## config.mk

```make
export PLATFORM = sky130hd
export DESIGN_NAME = at_ipd_frame_extractor
export DESIGN_NICKNAME = d
export VERILOG_FILES = /design/src/design/ipdx_pkg.sv /design/src/design/ipdx_in_stage.sv /design/src/design/ipdx_parser.sv /design/src/design/ipdx_out_stage.sv /design/src/design/at_ipd_frame_extractor.sv
export SDC_FILE = /design/constraint.sdc
export NUM_CORES = 1
export LEC_CHECK = 0
export BUFFER_PORTS_ARGS = -buffer_cell sky130_fd_sc_hd__buf_2
export CAP_MARGIN = 25
export CORE_ASPECT_RATIO = 0.9
export CORE_UTILIZATION = 50
export CTS_CLUSTER_SIZE = 40
export DETAILED_ROUTE_END_ITERATION = 6
export PLACE_DENSITY = 0.83
export SETUP_SLACK_MARGIN = 0.2
export SYNTH_ARGS = -nofsm -noshare
export SYNTH_HDL_FRONTEND = slang
export SYNTH_HIERARCHICAL = 1
export SYNTH_SLANG_ARGS = --single-unit
```

## constraint.sdc

```tcl
create_clock -name clock -period 5.1 [get_ports clock]
set_input_delay 0.51 -clock clock [delete_from_list [all_inputs] [get_ports clock]]
set_output_delay 0.51 -clock clock [all_outputs]
set_load 0.03 [all_outputs]
```

## src/design/ipdx_pkg.sv

```systemverilog
`default_nettype none

package ipdx_pkg;

   // frame limits
   localparam int PAYLOAD_LIMIT = 1023;
   localparam int META_CHARS    = 19;

   // derived widths
   localparam int LEN_W = $clog2(PAYLOAD_LIMIT + 1);
   localparam int HDR_W = $clog2(META_CHARS + 1);
   localparam int ID_W  = 16;
   localparam int ACC_W = (LEN_W > ID_W) ? LEN_W : ID_W;

   // magnitude cap of the connection id before the sign is applied
   localparam int ID_MAG_CAP = 32768;

   // character codes
   localparam logic [7:0] CH_PLUS  = 8'h2B;
   localparam logic [7:0] CH_MINUS = 8'h2D;
   localparam logic [7:0] CH_I     = 8'h49;
   localparam logic [7:0] CH_P     = 8'h50;
   localparam logic [7:0] CH_D     = 8'h44;
   localparam logic [7:0] CH_COMMA = 8'h2C;
   localparam logic [7:0] CH_COLON = 8'h3A;
   localparam logic [7:0] CH_ZERO  = 8'h30;
   localparam logic [7:0] CH_NINE  = 8'h39;
   localparam logic [7:0] CH_SPACE = 8'h20;
   localparam logic [7:0] CH_TAB   = 8'h09;
   localparam logic [7:0] CH_CR    = 8'h0D;

   // number decode phases
   localparam logic [1:0] DEC_WS  = 2'd0;
   localparam logic [1:0] DEC_POS = 2'd1;
   localparam logic [1:0] DEC_NEG = 2'd2;
   localparam logic [1:0] DEC_END = 2'd3;

   typedef struct packed {
      logic [1:0]       phase;
      logic [ACC_W-1:0] acc;
   } dec_type;

   typedef struct packed {
      logic signed [15:0] conn_id;
      logic [7:0]         payload_byte;
      logic [9:0]         byte_index;
      logic [9:0]         frame_length;
      logic               last_byte;
   } rsp_type;

   // one character of a decimal number with leading whitespace and optional sign,
   // magnitude saturating at cap
   function automatic dec_type dec_step(input dec_type cur, input logic [7:0] b,
                                        input logic [ACC_W-1:0] cap);
      dec_type          nxt;
      logic             digit;
      logic             ws;
      logic [ACC_W+3:0] v;
      logic [ACC_W+3:0] capx;
      logic [ACC_W-1:0] sat;
      nxt   = cur;
      digit = (b >= CH_ZERO) && (b <= CH_NINE);
      ws    = (b == CH_SPACE) || ((b >= CH_TAB) && (b <= CH_CR));
      // acc * 10 + digit
      v     = ((ACC_W+4)'(cur.acc) << 3) + ((ACC_W+4)'(cur.acc) << 1)
            + (ACC_W+4)'(b - CH_ZERO);
      capx  = (ACC_W+4)'(cap);
      sat   = (v > capx) ? cap : ACC_W'(v);
      unique case (cur.phase) inside
         DEC_WS: begin
            if (ws) begin
               nxt = cur;
            end else if (b == CH_PLUS) begin
               nxt.phase = DEC_POS;
            end else if (b == CH_MINUS) begin
               nxt.phase = DEC_NEG;
            end else if (digit) begin
               nxt.acc   = sat;
               nxt.phase = DEC_POS;
            end else begin
               nxt.phase = DEC_END;
            end
         end
         DEC_POS, DEC_NEG: begin
            if (digit) begin
               nxt.acc = sat;
            end else begin
               nxt.phase = DEC_END;
            end
         end
         default: begin
            nxt = cur;
         end
      endcase
      return nxt;
   endfunction

endpackage

`default_nettype wire

```

## src/design/ipdx_in_stage.sv

```systemverilog
`default_nettype none

module ipdx_in_stage
   import ipdx_pkg::*;
(
   input  wire logic       clock,
   input  wire logic       reset,
   input  wire logic       req_valid,
   output logic            req_ready,
   input  wire logic [7:0] req_rx_byte,
   output logic            byte_valid_o,
   output logic [7:0]      byte_o,
   input  wire logic       byte_taken_i
);

   logic       valid_ff;
   logic       valid_in;
   logic [7:0] byte_ff;

   assign req_ready    = !valid_ff || byte_taken_i;
   assign byte_valid_o = valid_ff;
   assign byte_o       = byte_ff;

   always_comb begin
      valid_in = valid_ff;
      if (req_valid && req_ready) begin
         valid_in = 1'b1;
      end else if (byte_taken_i) begin
         valid_in = 1'b0;
      end
   end

   always_ff @(posedge clock) begin
      if (reset) begin
         valid_ff <= 1'b0;
      end else begin
         valid_ff <= valid_in;
      end
   end

   always_ff @(posedge clock) begin
      if (req_valid && req_ready) begin
         byte_ff <= req_rx_byte;
      end
   end

endmodule

`default_nettype wire

```

## src/design/ipdx_parser.sv

```systemverilog
`default_nettype none

module ipdx_parser
   import ipdx_pkg::*;
(
   input  wire logic       clock,
   input  wire logic       reset,
   input  wire logic       byte_valid_i,
   input  wire logic [7:0] byte_i,
   output logic            byte_taken_o,
   input  wire logic       out_room_i,
   output logic            rsp_load_o,
   output rsp_type         rsp_o
);

   localparam logic [2:0] PH_IDLE = 3'd0;
   localparam logic [2:0] PH_PLUS = 3'd1;
   localparam logic [2:0] PH_I    = 3'd2;
   localparam logic [2:0] PH_P    = 3'd3;
   localparam logic [2:0] PH_D    = 3'd4;
   localparam logic [2:0] PH_META = 3'd5;
   localparam logic [2:0] PH_DATA = 3'd6;

   logic [2:0]       phase_ff,   phase_in;
   logic [HDR_W-1:0] hdr_cnt_ff, hdr_cnt_in;
   logic             comma_ff,   comma_in;
   logic [ID_W-1:0]  id_acc_ff,  id_acc_in;
   logic [1:0]       id_ph_ff,   id_ph_in;
   logic [LEN_W-1:0] len_acc_ff, len_acc_in;
   logic [1:0]       len_ph_ff,  len_ph_in;
   logic [15:0]      conn_ff,    conn_in;
   logic [LEN_W-1:0] flen_ff,    flen_in;
   logic [LEN_W-1:0] pcnt_ff,    pcnt_in;

   logic    in_data;
   logic    take;
   logic    last;
   dec_type id_dec;
   dec_type len_dec;

   assign in_data      = (phase_ff == PH_DATA);
   assign take         = byte_valid_i && (!in_data || out_room_i);
   assign byte_taken_o = take;
   assign rsp_load_o   = take && in_data;
   assign last         = ((LEN_W+1)'(pcnt_ff) + (LEN_W+1)'(1)) >= (LEN_W+1)'(flen_ff);

   assign id_dec  = dec_step('{phase: id_ph_ff, acc: ACC_W'(id_acc_ff)}, byte_i,
                             ACC_W'(ID_MAG_CAP));
   assign len_dec = dec_step('{phase: len_ph_ff, acc: ACC_W'(len_acc_ff)}, byte_i,
                             ACC_W'(PAYLOAD_LIMIT));

   always_comb begin
      rsp_o.conn_id      = conn_ff;
      rsp_o.payload_byte = byte_i;
      rsp_o.byte_index   = 10'(pcnt_ff);
      rsp_o.frame_length = 10'(flen_ff);
      rsp_o.last_byte    = last;
   end

   always_comb begin
      phase_in   = phase_ff;
      hdr_cnt_in = hdr_cnt_ff;
      comma_in   = comma_ff;
      id_acc_in  = id_acc_ff;
      id_ph_in   = id_ph_ff;
      len_acc_in = len_acc_ff;
      len_ph_in  = len_ph_ff;
      conn_in    = conn_ff;
      flen_in    = flen_ff;
      pcnt_in    = pcnt_ff;
      if (take) begin
         unique case (phase_ff)
            PH_IDLE: begin
               if (byte_i == CH_PLUS) begin
                  phase_in = PH_PLUS;
               end
            end
            PH_PLUS: begin
               phase_in = (byte_i == CH_I) ? PH_I : PH_IDLE;
            end
            PH_I: begin
               phase_in = (byte_i == CH_P) ? PH_P : PH_IDLE;
            end
            PH_P: begin
               phase_in = (byte_i == CH_D) ? PH_D : PH_IDLE;
            end
            PH_D: begin
               if (byte_i == CH_COMMA) begin
                  phase_in   = PH_META;
                  hdr_cnt_in = '0;
                  comma_in   = 1'b0;
                  id_acc_in  = '0;
                  id_ph_in   = DEC_WS;
                  len_acc_in = '0;
                  len_ph_in  = DEC_WS;
               end else begin
                  phase_in = PH_IDLE;
               end
            end
            PH_META: begin
               if (byte_i == CH_COLON) begin
                  if (!comma_ff) begin
                     phase_in = PH_IDLE;
                  end else begin
                     // sign applied after saturation of the magnitude
                     if (id_ph_ff == DEC_NEG) begin
                        conn_in = 16'(~id_acc_ff + 16'd1);
                     end else if (id_acc_ff > 16'h7FFF) begin
                        conn_in = 16'h7FFF;
                     end else begin
                        conn_in = id_acc_ff;
                     end
                     // zero, negative or empty length gives one byte
                     if ((len_ph_ff == DEC_NEG) || (len_acc_ff == '0)) begin
                        flen_in = LEN_W'(1);
                     end else begin
                        flen_in = len_acc_ff;
                     end
                     pcnt_in  = '0;
                     phase_in = PH_DATA;
                  end
               end else if (hdr_cnt_ff < HDR_W'(META_CHARS)) begin
                  hdr_cnt_in = hdr_cnt_ff + HDR_W'(1);
                  if (!comma_ff) begin
                     if (byte_i == CH_COMMA) begin
                        comma_in = 1'b1;
                     end else begin
                        id_acc_in = ID_W'(id_dec.acc);
                        id_ph_in  = id_dec.phase;
                     end
                  end else begin
                     len_acc_in = LEN_W'(len_dec.acc);
                     len_ph_in  = len_dec.phase;
                  end
               end
            end
            PH_DATA: begin
               if (last) begin
                  phase_in = PH_IDLE;
                  pcnt_in  = '0;
               end else begin
                  pcnt_in = pcnt_ff + LEN_W'(1);
               end
            end
            default: begin
               phase_in = PH_IDLE;
            end
         endcase
      end
   end

   always_ff @(posedge clock) begin
      if (reset) begin
         phase_ff   <= PH_IDLE;
         hdr_cnt_ff <= '0;
         comma_ff   <= 1'b0;
         id_acc_ff  <= '0;
         id_ph_ff   <= DEC_WS;
         len_acc_ff <= '0;
         len_ph_ff  <= DEC_WS;
         conn_ff    <= 16'hFFFF;
         flen_ff    <= '0;
         pcnt_ff    <= '0;
      end else begin
         phase_ff   <= phase_in;
         hdr_cnt_ff <= hdr_cnt_in;
         comma_ff   <= comma_in;
         id_acc_ff  <= id_acc_in;
         id_ph_ff   <= id_ph_in;
         len_acc_ff <= len_acc_in;
         len_ph_ff  <= len_ph_in;
         conn_ff    <= conn_in;
         flen_ff    <= flen_in;
         pcnt_ff    <= pcnt_in;
      end
   end

   a_data_count_in_range: assert property (@(posedge clock) disable iff (reset)
      (phase_ff == PH_DATA) |-> (pcnt_ff < flen_ff))
      else $error("payload count reached frame length");

   a_load_only_in_data: assert property (@(posedge clock) disable iff (reset)
      rsp_load_o |-> ((phase_ff == PH_DATA) && out_room_i))
      else $error("result loaded outside payload phase or without room");

   a_last_returns_idle: assert property (@(posedge clock) disable iff (reset)
      (rsp_load_o && last) |=> (phase_ff == PH_IDLE) && (pcnt_ff == '0))
      else $error("parser did not return to idle after last byte");

   a_header_count_bound: assert property (@(posedge clock) disable iff (reset)
      hdr_cnt_ff <= HDR_W'(META_CHARS))
      else $error("header count past limit");

endmodule

`default_nettype wire

```

## src/design/ipdx_out_stage.sv

```systemverilog
`default_nettype none

module ipdx_out_stage
   import ipdx_pkg::*;
(
   input  wire logic          clock,
   input  wire logic          reset,
   input  wire logic          load_i,
   input  wire rsp_type       rsp_i,
   output logic               room_o,
   output logic               rsp_valid,
   input  wire logic          rsp_ready,
   output logic signed [15:0] rsp_conn_id,
   output logic [7:0]         rsp_payload_byte,
   output logic [9:0]         rsp_byte_index,
   output logic [9:0]         rsp_frame_length,
   output logic               rsp_last_byte
);

   logic    valid_ff;
   logic    valid_in;
   rsp_type rsp_ff;

   assign room_o           = !valid_ff || rsp_ready;
   assign rsp_valid        = valid_ff;
   assign rsp_conn_id      = rsp_ff.conn_id;
   assign rsp_payload_byte = rsp_ff.payload_byte;
   assign rsp_byte_index   = rsp_ff.byte_index;
   assign rsp_frame_length = rsp_ff.frame_length;
   assign rsp_last_byte    = rsp_ff.last_byte;

   always_comb begin
      valid_in = valid_ff;
      if (load_i) begin
         valid_in = 1'b1;
      end else if (rsp_ready) begin
         valid_in = 1'b0;
      end
   end

   always_ff @(posedge clock) begin
      if (reset) begin
         valid_ff <= 1'b0;
      end else begin
         valid_ff <= valid_in;
      end
   end

   always_ff @(posedge clock) begin
      if (load_i) begin
         rsp_ff <= rsp_i;
      end
   end

endmodule

`default_nettype wire

```

## src/design/at_ipd_frame_extractor.sv

```systemverilog
`default_nettype none

// channel   direction  handshake              payload
// req       in         req_valid / req_ready  req_rx_byte
// rsp       out        rsp_valid / rsp_ready  rsp_conn_id, rsp_payload_byte, rsp_byte_index,
//                                             rsp_frame_length, rsp_last_byte
//
// one request per cycle sustained while payload bytes find room; header and marker bytes give no response
// a payload byte shows on rsp from the result register: the input register loads it on the accept edge,
// then the parser update loads it into the result register once that register has room
// the parser update is combinational logic into its state registers: marker match, header
// decode step (acc * 10 + digit with saturation) and payload count
// synchronous active-high reset returns to hunting for the marker, no sweep needed
// rsp stalls hold the result register; header bytes keep flowing while a result
// waits, payload bytes wait for room

module at_ipd_frame_extractor
   import ipdx_pkg::*;
(
   input  wire logic          clock,
   input  wire logic          reset,
   input  wire logic          req_valid,
   output logic               req_ready,
   input  wire logic [7:0]    req_rx_byte,
   output logic               rsp_valid,
   input  wire logic          rsp_ready,
   output logic signed [15:0] rsp_conn_id,
   output logic [7:0]         rsp_payload_byte,
   output logic [9:0]         rsp_byte_index,
   output logic [9:0]         rsp_frame_length,
   output logic               rsp_last_byte
);

   // registered request byte
   logic       byte_valid;
   logic [7:0] byte_q;
   logic       byte_taken;

   // parser to result register
   logic    out_room;
   logic    rsp_load;
   rsp_type rsp_next;

   ipdx_in_stage u_in_stage (
      .clock        (clock),
      .reset        (reset),
      .req_valid    (req_valid),
      .req_ready    (req_ready),
      .req_rx_byte  (req_rx_byte),
      .byte_valid_o (byte_valid),
      .byte_o       (byte_q),
      .byte_taken_i (byte_taken)
   );

   // marker hunt, header decode and payload tagging
   ipdx_parser u_parser (
      .clock        (clock),
      .reset        (reset),
      .byte_valid_i (byte_valid),
      .byte_i       (byte_q),
      .byte_taken_o (byte_taken),
      .out_room_i   (out_room),
      .rsp_load_o   (rsp_load),
      .rsp_o        (rsp_next)
   );

   ipdx_out_stage u_out_stage (
      .clock            (clock),
      .reset            (reset),
      .load_i           (rsp_load),
      .rsp_i            (rsp_next),
      .room_o           (out_room),
      .rsp_valid        (rsp_valid),
      .rsp_ready        (rsp_ready),
      .rsp_conn_id      (rsp_conn_id),
      .rsp_payload_byte (rsp_payload_byte),
      .rsp_byte_index   (rsp_byte_index),
      .rsp_frame_length (rsp_frame_length),
      .rsp_last_byte    (rsp_last_byte)
   );

endmodule

`default_nettype wire
```

# Word-level counts from Yosys, hierarchy flattened
# Index checks and enable logic that the tools add are counted.
# word_totals
output_inout_bits	47
inputBits	12
register_bits	130
word_cells	172
# classes
n_mux	67
addsub	9
reduce_logical	31
n_eq_ne	37
n_lt_le_gt_ge	9
bitwise_logic	1
# ops
operator	n
2-to-1 mux 16 bit	15
2-to-1 mux 10 bit	8
case mux 18 bit (2 select lines)	2
adder 20 bit	2
equality test 8 x 6 -> 1 bit, second input constant	5
case mux 10 bit (2 select lines)	2
2-to-1 mux 18 bit	2
case mux 16 bit (2 select lines)	1
2-to-1 mux 2 bit	14
equality test 8 x 7 -> 1 bit, second input constant	3
inequality test 3 bit, second input constant	8
case mux 3 bit (7 select lines)	1
adder 19 x 17 -> 20 bit	1
greater-than comparator 20 x 10 -> 1 bit, second input constant	1
greater-than comparator 20 x 16 -> 1 bit, second input constant	1
AND reduction 10 bit	2
2-to-1 mux 3 bit	6
adder 16 x 1 -> 16 bit, second input constant	1
greater-than comparator 16 x 15 -> 1 bit, second input constant	1
NOT 16 bit	1
2-to-1 mux 5 bit	3
adder 13 x 11 -> 14 bit	1
AND reduction 4 bit	3
adder 10 x 1 -> 11 bit, second input constant	1
other kinds (32)	69

# Depth between registers and ports, before layout
# Gate-level depths: netlist (run 1).
# logic_depth
ltp_word	14
depth_mapped	20

# Hierarchy
# Netlist (run 1), hierarchy kept.
# by_module_without_submodules
mod	n_inst	seq_area_each_um2	area_each_um2	cells_per_inst
ipdx_parser	1	1501.4	6711.4	832
ipdx_out_stage	1	1371.3	1397.6	49
ipdx_in_stage	1	260.2	295.3	13

# Least setup slack after synthesis (run 1)
# No wires, ideal clock.
# synth_timing
kind	register to register
startpoint	register u_in_stage.byte_ff[4] (netlist: u_in_stage/byte_o[4])
endpoint	register u_parser.id_acc_ff[2]
t_arrival_ns	5.381
t_required_ns	5.039
n_path_buf	2
path_slack_ns	-0.343
stages_incl_launch_ff	15
setup_time_ns	0.061
path_cell_list	edfxtp_1 -> ha_1 -> nor3_1 -> fa_1 -> ha_1 -> clkbuf_8 -> a211o_1 -> a21oi_2 -> nor4b_2 -> o21ai_1 -> a221o_1 -> a2111o_1 -> nor3_2 -> buf_4 -> a32o_1
# synth_between
elab_chain_len	14
word_cells_on_any_way	33
# synth_rtl
element	line	rtl
start: declaration	ipdx_in_stage.sv:18	logic [7:0] byte_ff;
start signal: assignment	ipdx_in_stage.sv:43	byte_ff <= req_rx_byte;
subtractor 8 x 6 -> 9 bit	ipdx_pkg.sv:66	+ (ACC_W+4)'(b - CH_ZERO);
adder 20 bit	ipdx_pkg.sv:66	
greater-than comparator 20 x 16 -> 1 bit	ipdx_pkg.sv:68	sat = (v > capx) ? cap : ACC_W'(v);
2-to-1 mux 16 bit	ipdx_pkg.sv:68	
2-to-1 mux 16 bit	ipdx_pkg.sv:77, ipdx_pkg.sv:85	
2-to-1 mux 16 bit	ipdx_pkg.sv:75	end else if (b == CH_MINUS) begin
2-to-1 mux 16 bit	ipdx_pkg.sv:73	end else if (b == CH_PLUS) begin
2-to-1 mux 18 bit	ipdx_pkg.sv:71	if (ws) begin
case mux 18 bit (2 select lines)	ipdx_pkg.sv:69	unique case (cur.phase) inside
2-to-1 mux 16 bit	ipdx_parser.sv:125	if (byte_i == CH_COMMA) begin
2-to-1 mux 16 bit	ipdx_parser.sv:124	if (!comma_ff) begin
2-to-1 mux 16 bit	ipdx_parser.sv:122	end else if (hdr_cnt_ff < HDR_W'(META_CHARS)) begin
2-to-1 mux 16 bit	ipdx_parser.sv:101	if (byte_i == CH_COLON) begin
case mux 16 bit (2 select lines)	ipdx_parser.sv:72	unique case (phase_ff)
end signal: assignment	ipdx_parser.sv:168	id_acc_ff <= id_acc_in;
end: declaration	ipdx_parser.sv:27	logic [ID_W-1:0] id_acc_ff, id_acc_in;
# Parallel ways exist; a longest one is shown, timed or not. The select of a mux whose other input is x is not followed.
# A chain may end at the register's enable or synchronous reset.

# Final worst setup path (run 1)
# layout_timing
startpoint	register u_in_stage.byte_ff[4] (netlist: u_in_stage/byte_o[4])
endpoint	register u_parser.id_acc_ff[8]
# The elaborated chain is that of the path after synthesis.

==> flow_summary.toml, run 1 <==
[status]
status = "finished, violations left"
violations = "DRC"

[cells_and_area]
final_common_cell = "dfxtp_1"
final_nets = 1038
synthToLayoutAreaGrowth_pct = 12.0
num_antenna_cells = 0
final_cell_mix = "dfxtp_1 (75), nor2_1 (73), ha_1 (68), a21oi_1 (62), buf_2 (58)"
design_area_um2 = 9410
fin_util_pct = 57.8
layout-drive-gt1-share_pct = 13.8

[setup_path]
cp_top_family = "simple AND/OR/NAND/NOR gates"
critPathSlowestCell = "edfxtp_1"
startpoint = "u_in_stage/byte_o[4]"
cp_data_arrival_time_ps = 5110
required_ps = 5450
cp_cell_sequence = "ha_1, nor3_2, buf_4, fa_1, ha_1, a21oi_1, o21ai_1, or3_1, or4_1, or4_1, o31ai_4, a32o_1"
startpoint_type = "flip-flop"
crit_cells = 12
critical_path.endpoint = "u_parser/id_acc_ff[8]"
crit_path_end_kind = "flip-flop"
r2r_cells = 12
rr_endpoint = "u_parser/id_acc_ff[8]"
r2r-start = "u_in_stage/byte_o[4]"
worst-path-buf-inv = 1
rrSetupSlack_ps = 350
cpPeakStageDelay_ps = 470
worstSetupPathType = "reg -> reg"
path_max_fanout = 11

[synth]
synthDominantCellAreaShare_pct = 18.9
ys.flop_type = "dfxtp_1"
syn-num-nets = 991
synth_area_per_cell_um2 = 9.40
synthTopCellsByArea = "edfxtp_1 (19%), dfxtp_1 (18%), ha_1 (10%), fa_1 (4.0%), a21oi_1 (3.7%)"
synth_area_um2 = 8400
yosysTopAreaCell = "edfxtp_1"
ys_seq_elements = 130
yosysWarnings = 6
ys_async_sr_fraction_pct = 0
synth_edf_count = 53
seq_area_frac_synth_pct = 37.3
yosysUniqueCellTypes = 81
syn_inst = 894

[placed_design]
gp_congestion = 0.939
port_buffers = 58
dp_hpwl_mm = 14.9
dp_slack_ps = 432
post_dp_cell_area_um2 = 8810

[floorplan]
initial_core_util_pct = 51.6
ioPinCount = 59
fp.dieArea_um2 = 17300
num_rows = 44
die_h_um = 125
core_area_um2 = 16300
die_x_um = 139

[drt]
wl_mm = 20.6
postRouteAntennaNets = 0
drc = 11
wl_per_cell_um = 17.7
drtIter0Drc = 770
num_vias = 7242
via_per_inst = 6.24
first_pass_iters = 7

[timing]
fmax_mhz = 210
timing.final.crit_share_pct = 93.2
tns_ps = 0
final_max_slew_viol_count = 0
finalHoldViolations = 0
slew_headroom_pct = 32.0
skew_ps = 8.11
postLayoutSetupSlackWorst_ps = 347
rsz0062_at_grt = "yes"
min_period_ps = 4750
max_slew.worst_pin.slew_ps = 1020
setup_viol_count_final = 0

[cts]
clock_latency_ps = 420
htree_levels = 4
hold_buffers = 0
clock-root-buffer = "clkbuf_16"
cts_buffers = 17
cts_max_path_buffers = 2
clkTransAtPathRegs_ps = 60
cts_num_sinks = 130
cts_tree = "built"

[pwr]
power_density_nw_per_um2 = 254
power_mw = 2.39
worst_ir_drop_vdd_v = 0.000207
leakage_nw = 3.68

[global_route]
grt_overflow = 0
antenna_found_initial = 0
grt_max_degree = 55
grt_pass1_wl_mm = 32.6
grt_pass1_vias = 6388
grt_usage_pct = 23.8

[job]
maxCapViolCount = 0

[worst_hold_path]
min_path_type = "in -> reg"
[worst min-delay path by stage]
stage / startpoint / end / slack, ps / cells past startpoint
6_report: req_rx_byte[4] / u_in_stage/byte_o[4] / 260 / 1
5_1_grt: req_rx_byte[1] / u_in_stage/byte_o[1] / 250 / 1
4_1_cts: req_rx_byte[4] / u_in_stage/byte_o[4] / 250 / 1
3_5_place_dp: u_parser/conn_ff[10] / u_out_stage/rsp_conn_id[10] / 420 / 0
3_3_place_gp: u_parser/conn_ff[10] / u_out_stage/rsp_conn_id[10] / 420 / 0
2_1_floorplan: u_parser/conn_ff[15] / u_out_stage/rsp_conn_id[15] / 410 / 0
[registers in the layout, indices dropped and copies added (netlist names), 2 cells and up]
signal                        flops
u_parser/conn_ff                 16
u_parser/hdr_cnt_ff               5
u_out_stage/rsp_frame_length     10
u_parser/id_ph_ff                 2
u_parser/id_acc_ff               16
u_parser/phase_ff                 3
u_out_stage/rsp_byte_index       10
u_parser/pcnt_ff                 10
u_out_stage/rsp_conn_id          16
u_in_stage/byte_o                 8
u_parser/len_ph_ff                2
u_parser/len_acc_ff              10
u_parser/flen_ff                 10
u_out_stage/rsp_payload_byte      8
[cell families after synthesis]
group,share of synthesized area (%)
mux,0.610
buf+inv,5.37
xor+xnor,4.06
compound gates,20.9
fa+ha+maj,14.2
simple gates,17.6
flops,37.3
[what timing repair did]
item / 4_1_cts / 5_1_grt
gates resized for setup: 0 / 6
buffers inserted: 0 / 1
setup endpoints to repair: 0 / 8
[stage by stage]
stage	cells	hold slack [ps]
detailed placement	1126	420
floorplan	894	409
global route	1161	248
global placement	1126	417
CTS	1158	250
finish	1161	259
[cell usage after synthesis (4+ instances only)]
cell type  count
and3_1         9
dfxtp_1       77
or2_2          5
o21ai_0       37
nand2b_1       5
edfxtp_1      53
o21a_1        11
a21o_1        15
nor3_1        23
xnor2_1       20
fa_1          17
a31oi_1       13
nor2b_1       16
nor4_1        14
nor2_1        74
or4_1          7
a22oi_1        5
clkbuf_1      25
a21oi_1       62
inv_1         57
a32o_1        14
a311oi_1       9
a2111oi_0      4
ha_1          68
o2111ai_1      4
nand2_1       56
a211oi_1      16
a211o_1       20
nor3b_1        6
nand3_1       27
or3_1          5
mux2i_1        4
nand4_1       12
xor2_1        19
buf_4         11
[routing by layer]
layer	global-route usage, %	vias up	routed length, um
met1	33.5	3400	9190
li1	-	3423	-
met3	5.36	33	1880
met5	0	-	0
met4	8.10	0	426
met2	36.2	386	9100
[area by class of cell]
type                    instances  area [um2]
repair buffers                 71         398
multi-input cells             663        4860
clock buffers                  19         433
flip-flops and latches        130        3140
inverters                      58         218
fillers                      1359        6880
well taps                     207         259
clock inverters                13         114
[power by group]
part / internal, mW / total (mW) / switching, mW / leakage, nW
combinational: 0.0578 / 0.163 / 0.105 / 2.36
sequential: 1.08 / 1.09 / 0.00736 / 1.06
clock: 0.669 / 1.14 / 0.466 / 0.267
total: 1.81 / 2.39 / 0.579 / 3.68
Note: power is estimated with default switching activity, not from simulation.
==> inputs of run 2 (changes only) <==
--- a/config.mk
+++ b/config.mk
@@ -11,7 +11,7 @@
 export CORE_UTILIZATION = 50
 export CTS_CLUSTER_SIZE = 40
 export DETAILED_ROUTE_END_ITERATION = 6
-export PLACE_DENSITY = 0.83
+export PLACE_DENSITY_LB_ADDON = 0.08
 export SETUP_SLACK_MARGIN = 0.2
 export SYNTH_ARGS = -nofsm -noshare
 export SYNTH_HDL_FRONTEND = slang
==> run 2 against run 1 <==
Effect of this change: the flow still finishes with violations (DRC); first-iteration DRC count down 35%; sequential share of layout area down 0.21 points; critical path depth up 2; flip-flop and latch count unchanged; utilization up 0.32 points; largest cell class unchanged.
==> flow_summary.toml, run 2 (synthesis results as in run 1) <==
[cts]
cts_max_path_buffers = 2
cts_tree = "built"
clock-root-buffer = "clkbuf_16"
hold_buffers = 0
cts_buffers = 17
cts_num_sinks = 130
cts_setup_buffers = 0
clkTransAtPathRegs_ps = 60
cts_resized = 0
clock_latency_ps = 420
htree_levels = 4

[cells_and_area]
layout-drive-gt1-share_pct = 13.7
ff_latch_area_um2 = 3130
multi_input_comb_area_um2 = 4860
num_antenna_cells = 0
final_nets = 1037
final_cell_mix = "dfxtp_1 (77), nor2_1 (73), ha_1 (68), a21oi_1 (62), buf_2 (58)"
final_common_cell = "dfxtp_1"
synthToLayoutAreaGrowth_pct = 12.6
nFillCells = 1427

[setup_path]
cp_data_arrival_time_ps = 4990
rr_endpoint = "u_parser/id_acc_ff[6]"
required_ps = 5450
startpoint_type = "flip-flop"
worstSetupPathType = "reg -> reg"
crit_path_end_kind = "flip-flop"
r2r-start = "u_in_stage/byte_o[4]"
rrSetupSlack_ps = 470
r2r_cells = 14
path_max_fanout = 11

[floorplan]
die_h_um = 125
initial_core_util_pct = 51.6
die_x_um = 139
num_rows = 44
ioPinCount = 59
fp.dieArea_um2 = 17300
core_area_um2 = 16300

[placed_design]
dp_hpwl_mm = 15.6
gp_congestion = 0.908
port_buffers = 58

[worst_hold_path]
hp-start = "req_rx_byte[6]"
hold_end = "u_in_stage/byte_o[6]"
min_path_type = "in -> reg"
whs_path_depth = 1

[timing]
slew_headroom_pct = 29.2
setup_viol_count_final = 0
rsz0062_at_grt = "yes"
finalHoldViolations = 0
max_slew.worst_pin.slew_ps = 1060
tns_ps = 0
fmax_mhz = 216
skew_ps = 8.24
timing.final.crit_share_pct = 90.9
min_period_ps = 4630
final_max_slew_viol_count = 0

[global_route]
grt_overflow = 0
grt_max_degree = 55
grt_usage_pct = 24.9
antenna_found_initial = 0
grt_pass1_vias = 6579
grt_pass1_wl_mm = 34.1

[drt]
wl_per_cell_um = 18.2
drc = 6
num_vias = 7083
wl_mm = 21.1
via_per_inst = 6.11
postRouteAntennaNets = 0
first_pass_iters = 7
drtIter0Drc = 497

[pwr]
leakage_nw = 3.70
power_density_nw_per_um2 = 264
p_sw_mw = 0.607
power_mw = 2.49
swShare_pct = 24.3
p_comb_share_pct = 6.4
pwr-share-clk_pct = 49.9
p_int_mw = 1.89
pwr-share-seq_pct = 43.6
worst_ir_drop_vdd_v = 0.000239

[job]
maxCapViolCount = 0

[status]
violations = "DRC"
status = "finished, violations left"
-- run 2: power groups by stage --
stage	Sequential (mW)	Clock, mW	Combinational [mW]
2_1_floorplan	1.11	0	0.117
3_3_place_gp	1.11	0	0.153
3_5_place_dp	1.11	0	0.155
4_1_cts	1.09	1.27	0.156
5_1_grt	1.09	1.32	0.176
6_report	1.09	1.25	0.160
-- run 2: area by class of cell --
class | instances | share of cell area, %
Clock buffer | 18 | 4.64
Tap cell | 207 | 2.74
Clock inverter | 14 | 1.77
Inverter | 58 | 2.30
Multi-Input combinational cell | 663 | 51.3
Sequential cell | 130 | 33.1
Timing Repair Buffer | 70 | 4.15
-- run 2: per-layer routing --
layer	global-route usage (%)	vias to the layer above	part of all wire, %
met5	0	-	0
met4	7.71	0	1.4
met3	3.94	26	6.5
met2	38.0	247	43
met1	36.4	3383	49
li1	-	3427	-
-- run 2: worst max path at each step --
stage	cells past startpoint	start	endpoint	slack [ps]
floorplan	14	u_in_stage/byte_o[4]	u_parser/id_acc_ff[2]	350
global route	14	u_in_stage/byte_o[4]	u_parser/id_acc_ff[10]	200
CTS	20	u_parser/len_acc_ff[2]	u_parser/len_acc_ff[0]	350
detailed placement	20	u_parser/len_acc_ff[2]	u_parser/len_acc_ff[6]	360
finish	14	u_in_stage/byte_o[4]	u_parser/id_acc_ff[6]	470
global placement	19	u_parser/len_acc_ff[1]	u_parser/len_acc_ff[0]	480
-- run 2: through the flow --
stage | util (%) | instances | worst slack, ps | hold slack [ps] | cell area (um2)
after floorplan | - | 894 | 354 | 409 | 8410
after global placement | 54.2 | 1127 | 483 | 421 | 8830
after global routing | 58.1 | 1160 | 199 | 244 | 9470
after CTS | 57.9 | 1159 | 350 | 238 | 9430
final | 58.1 | 1160 | 466 | 260 | 9470
after detailed placement | 54.2 | 1127 | 364 | 424 | 8830
-- run 2: critical path, stage by stage, from the launching register on --
cell and delay [ps]:
edfxtp_1 460, ha_1 260, buf_4 160, xnor2_1 270
inv_1 100, fa_1 490, inv_1 50, ha_1 390
nand4_1 170, a31oi_1 370, xor2_1 170, or4_1 520
or4_1 460, o31ai_4 470, a32o_1 240
==> inputs of run 3 (changes only) <==
--- a/config.mk
+++ b/config.mk
@@ -12,6 +12,7 @@
 export CTS_CLUSTER_SIZE = 40
 export DETAILED_ROUTE_END_ITERATION = 6
 export PLACE_DENSITY_LB_ADDON = 0.08
+export REMOVE_ABC_BUFFERS = 1
 export SETUP_SLACK_MARGIN = 0.2
 export SYNTH_ARGS = -nofsm -noshare
 export SYNTH_HDL_FRONTEND = slang
==> run 3 against run 2 <==
Effect of this change: sequential power about the same; global-route usage up 0.12 points; largest power group unchanged; non-clock buffer count up 2; hold slack better by 10 ps; design area up 0.44%; via count up 0.20%; flip-flop and latch count unchanged; die area unchanged; fmax down 0.82%; the run still ends with DRC left; combinational power about the same; highest routed layer unchanged; critical path depth unchanged.
==> flow_summary.toml, run 3 (synthesis results as in run 1) <==
[cells_and_area]
final_cell_mix = "dfxtp_1 (76), nor2_1 (73), ha_1 (68), a21oi_1 (61), buf_2 (58)"
final_nets = 1039
synthToLayoutAreaGrowth_pct = 13.1
layout-drive-gt1-share_pct = 13.8
final_common_cell = "dfxtp_1"
design_area_um2 = 9510
num_antenna_cells = 0
fin_util_pct = 58.3
nFillCells = 1413

[timing]
fmax_mhz = 214
min_period_ps = 4670
holdWs_ps = 270
rsz0062_at_grt = "no"
max_slew.worst_pin.slew_ps = 1030
timing.final.crit_share_pct = 91.6
skew_ps = 13.6
final_max_slew_viol_count = 0
finalHoldViolations = 0
setup_viol_count_final = 0
postLayoutSetupSlackWorst_ps = 427
slew_headroom_pct = 31.4

[floorplan]
die_x_um = 139
core_area_um2 = 16300
num_rows = 44
ioPinCount = 59
fp.dieArea_um2 = 17300
die_h_um = 125
initial_core_util_pct = 51.6

[global_route]
grt_pass1_wl_mm = 34.4
antenna_found_initial = 0
grt_pass1_vias = 6720
grt_max_degree = 55
grt_overflow = 0
grt_usage_pct = 25.1

[drt]
wl_per_cell_um = 18.2
num_vias = 7097
drc = 10
first_pass_iters = 7
postRouteAntennaNets = 0
wl_mm = 21.2
drtIter0Drc = 511
via_per_inst = 6.11

[cts]
cts_num_sinks = 130
clock-root-buffer = "clkbuf_16"
cts_buffers = 17
cts_tree = "built"
cts_max_path_buffers = 2
clock_latency_ps = 410
cts_setup_buffers = 0
htree_levels = 4
clkTransAtPathRegs_ps = 60

[setup_path]
path_max_fanout = 11
startpoint_type = "flip-flop"
required_ps = 5450
worstSetupPathType = "reg -> reg"
crit_path_end_kind = "flip-flop"
cp_data_arrival_time_ps = 5020

[placed_design]
port_buffers = 58
dp_hpwl_mm = 16.0
dp_slack_ps = 334
post_dp_cell_area_um2 = 8840
gp_congestion = 0.909

[status]
violations = "DRC"
status = "finished, violations left"

[pwr]
power_density_nw_per_um2 = 267
worst_ir_drop_vdd_v = 0.000230
leakage_nw = 3.72

[job]
maxCapViolCount = 0

[worst_hold_path]
min_path_type = "in -> reg"
## run 3: worst max-delay path, cell delays in order (launching register included)
cell      delay, ps
edfxtp_1        480
ha_1            290
buf_4           170
xnor2_1         290
inv_1            90
fa_1            500
inv_1            50
ha_1            380
nand4_1         140
a31oi_1         340
xor2_1          180
or4_1           520
or4_1           460
o31ai_4         450
a32o_1          260
## run 3: metal layers
layer	vias up	part of all wire (%)	GRT usage [%]
li1	3429	-	-
met1	3398	48	35.8
met2	249	44	38.8
met3	21	6.5	5.06
met4	0	1.2	6.41
met5	-	0	0
## run 3: final cells by class
| class | count | area [um2] | area share [%] |
|---|---|---|---|
| Multi-Input combinational cell | 663 | 4880 | 51.3 |
| Clock inverter | 12 | 179 | 1.88 |
| Sequential cell | 130 | 3130 | 33.0 |
| Clock buffer | 20 | 447 | 4.70 |
| Inverter | 58 | 218 | 2.29 |
| Tap cell | 207 | 259 | 2.72 |
| Timing Repair Buffer | 72 | 395 | 4.16 |
## run 3: worst paths after layout
| path | cells past startpoint | slack (ps) | end | from |
|---|---|---|---|---|
| hold / removal | 1 | 270 | u_in_stage/byte_o[2] | req_rx_byte[2] |
| setup / recovery | 14 | 430 | u_parser/id_acc_ff[1] | u_in_stage/byte_o[4] |
| hold reg to reg | 0 | 440 | u_out_stage/rsp_conn_id[14] | u_parser/conn_ff[14] |
| setup reg to reg | 14 | 430 | u_parser/id_acc_ff[1] | u_in_stage/byte_o[4] |
## run 3: what timing repair did
action / in CTS / in global routing
resized for setup: 0 / 9
endpoints found under the setup margin: 0 / 14
hold buffers: 0 / 0
## run 3: through the flow
step	total power, mW	instances	TNS (ps)
floorplan	1.21	851	-6020
global placement	1.26	1130	0
detailed placement	1.27	1130	0
CTS	2.56	1162	0
global route	2.62	1162	0
finish	2.54	1162	0
## run 3: where the power goes
part           internal (mW)  switching, mW  total [mW]
Combinational         0.0570          0.105       0.162
Sequential              1.08        0.00866        1.09
Clock                  0.834          0.456        1.29
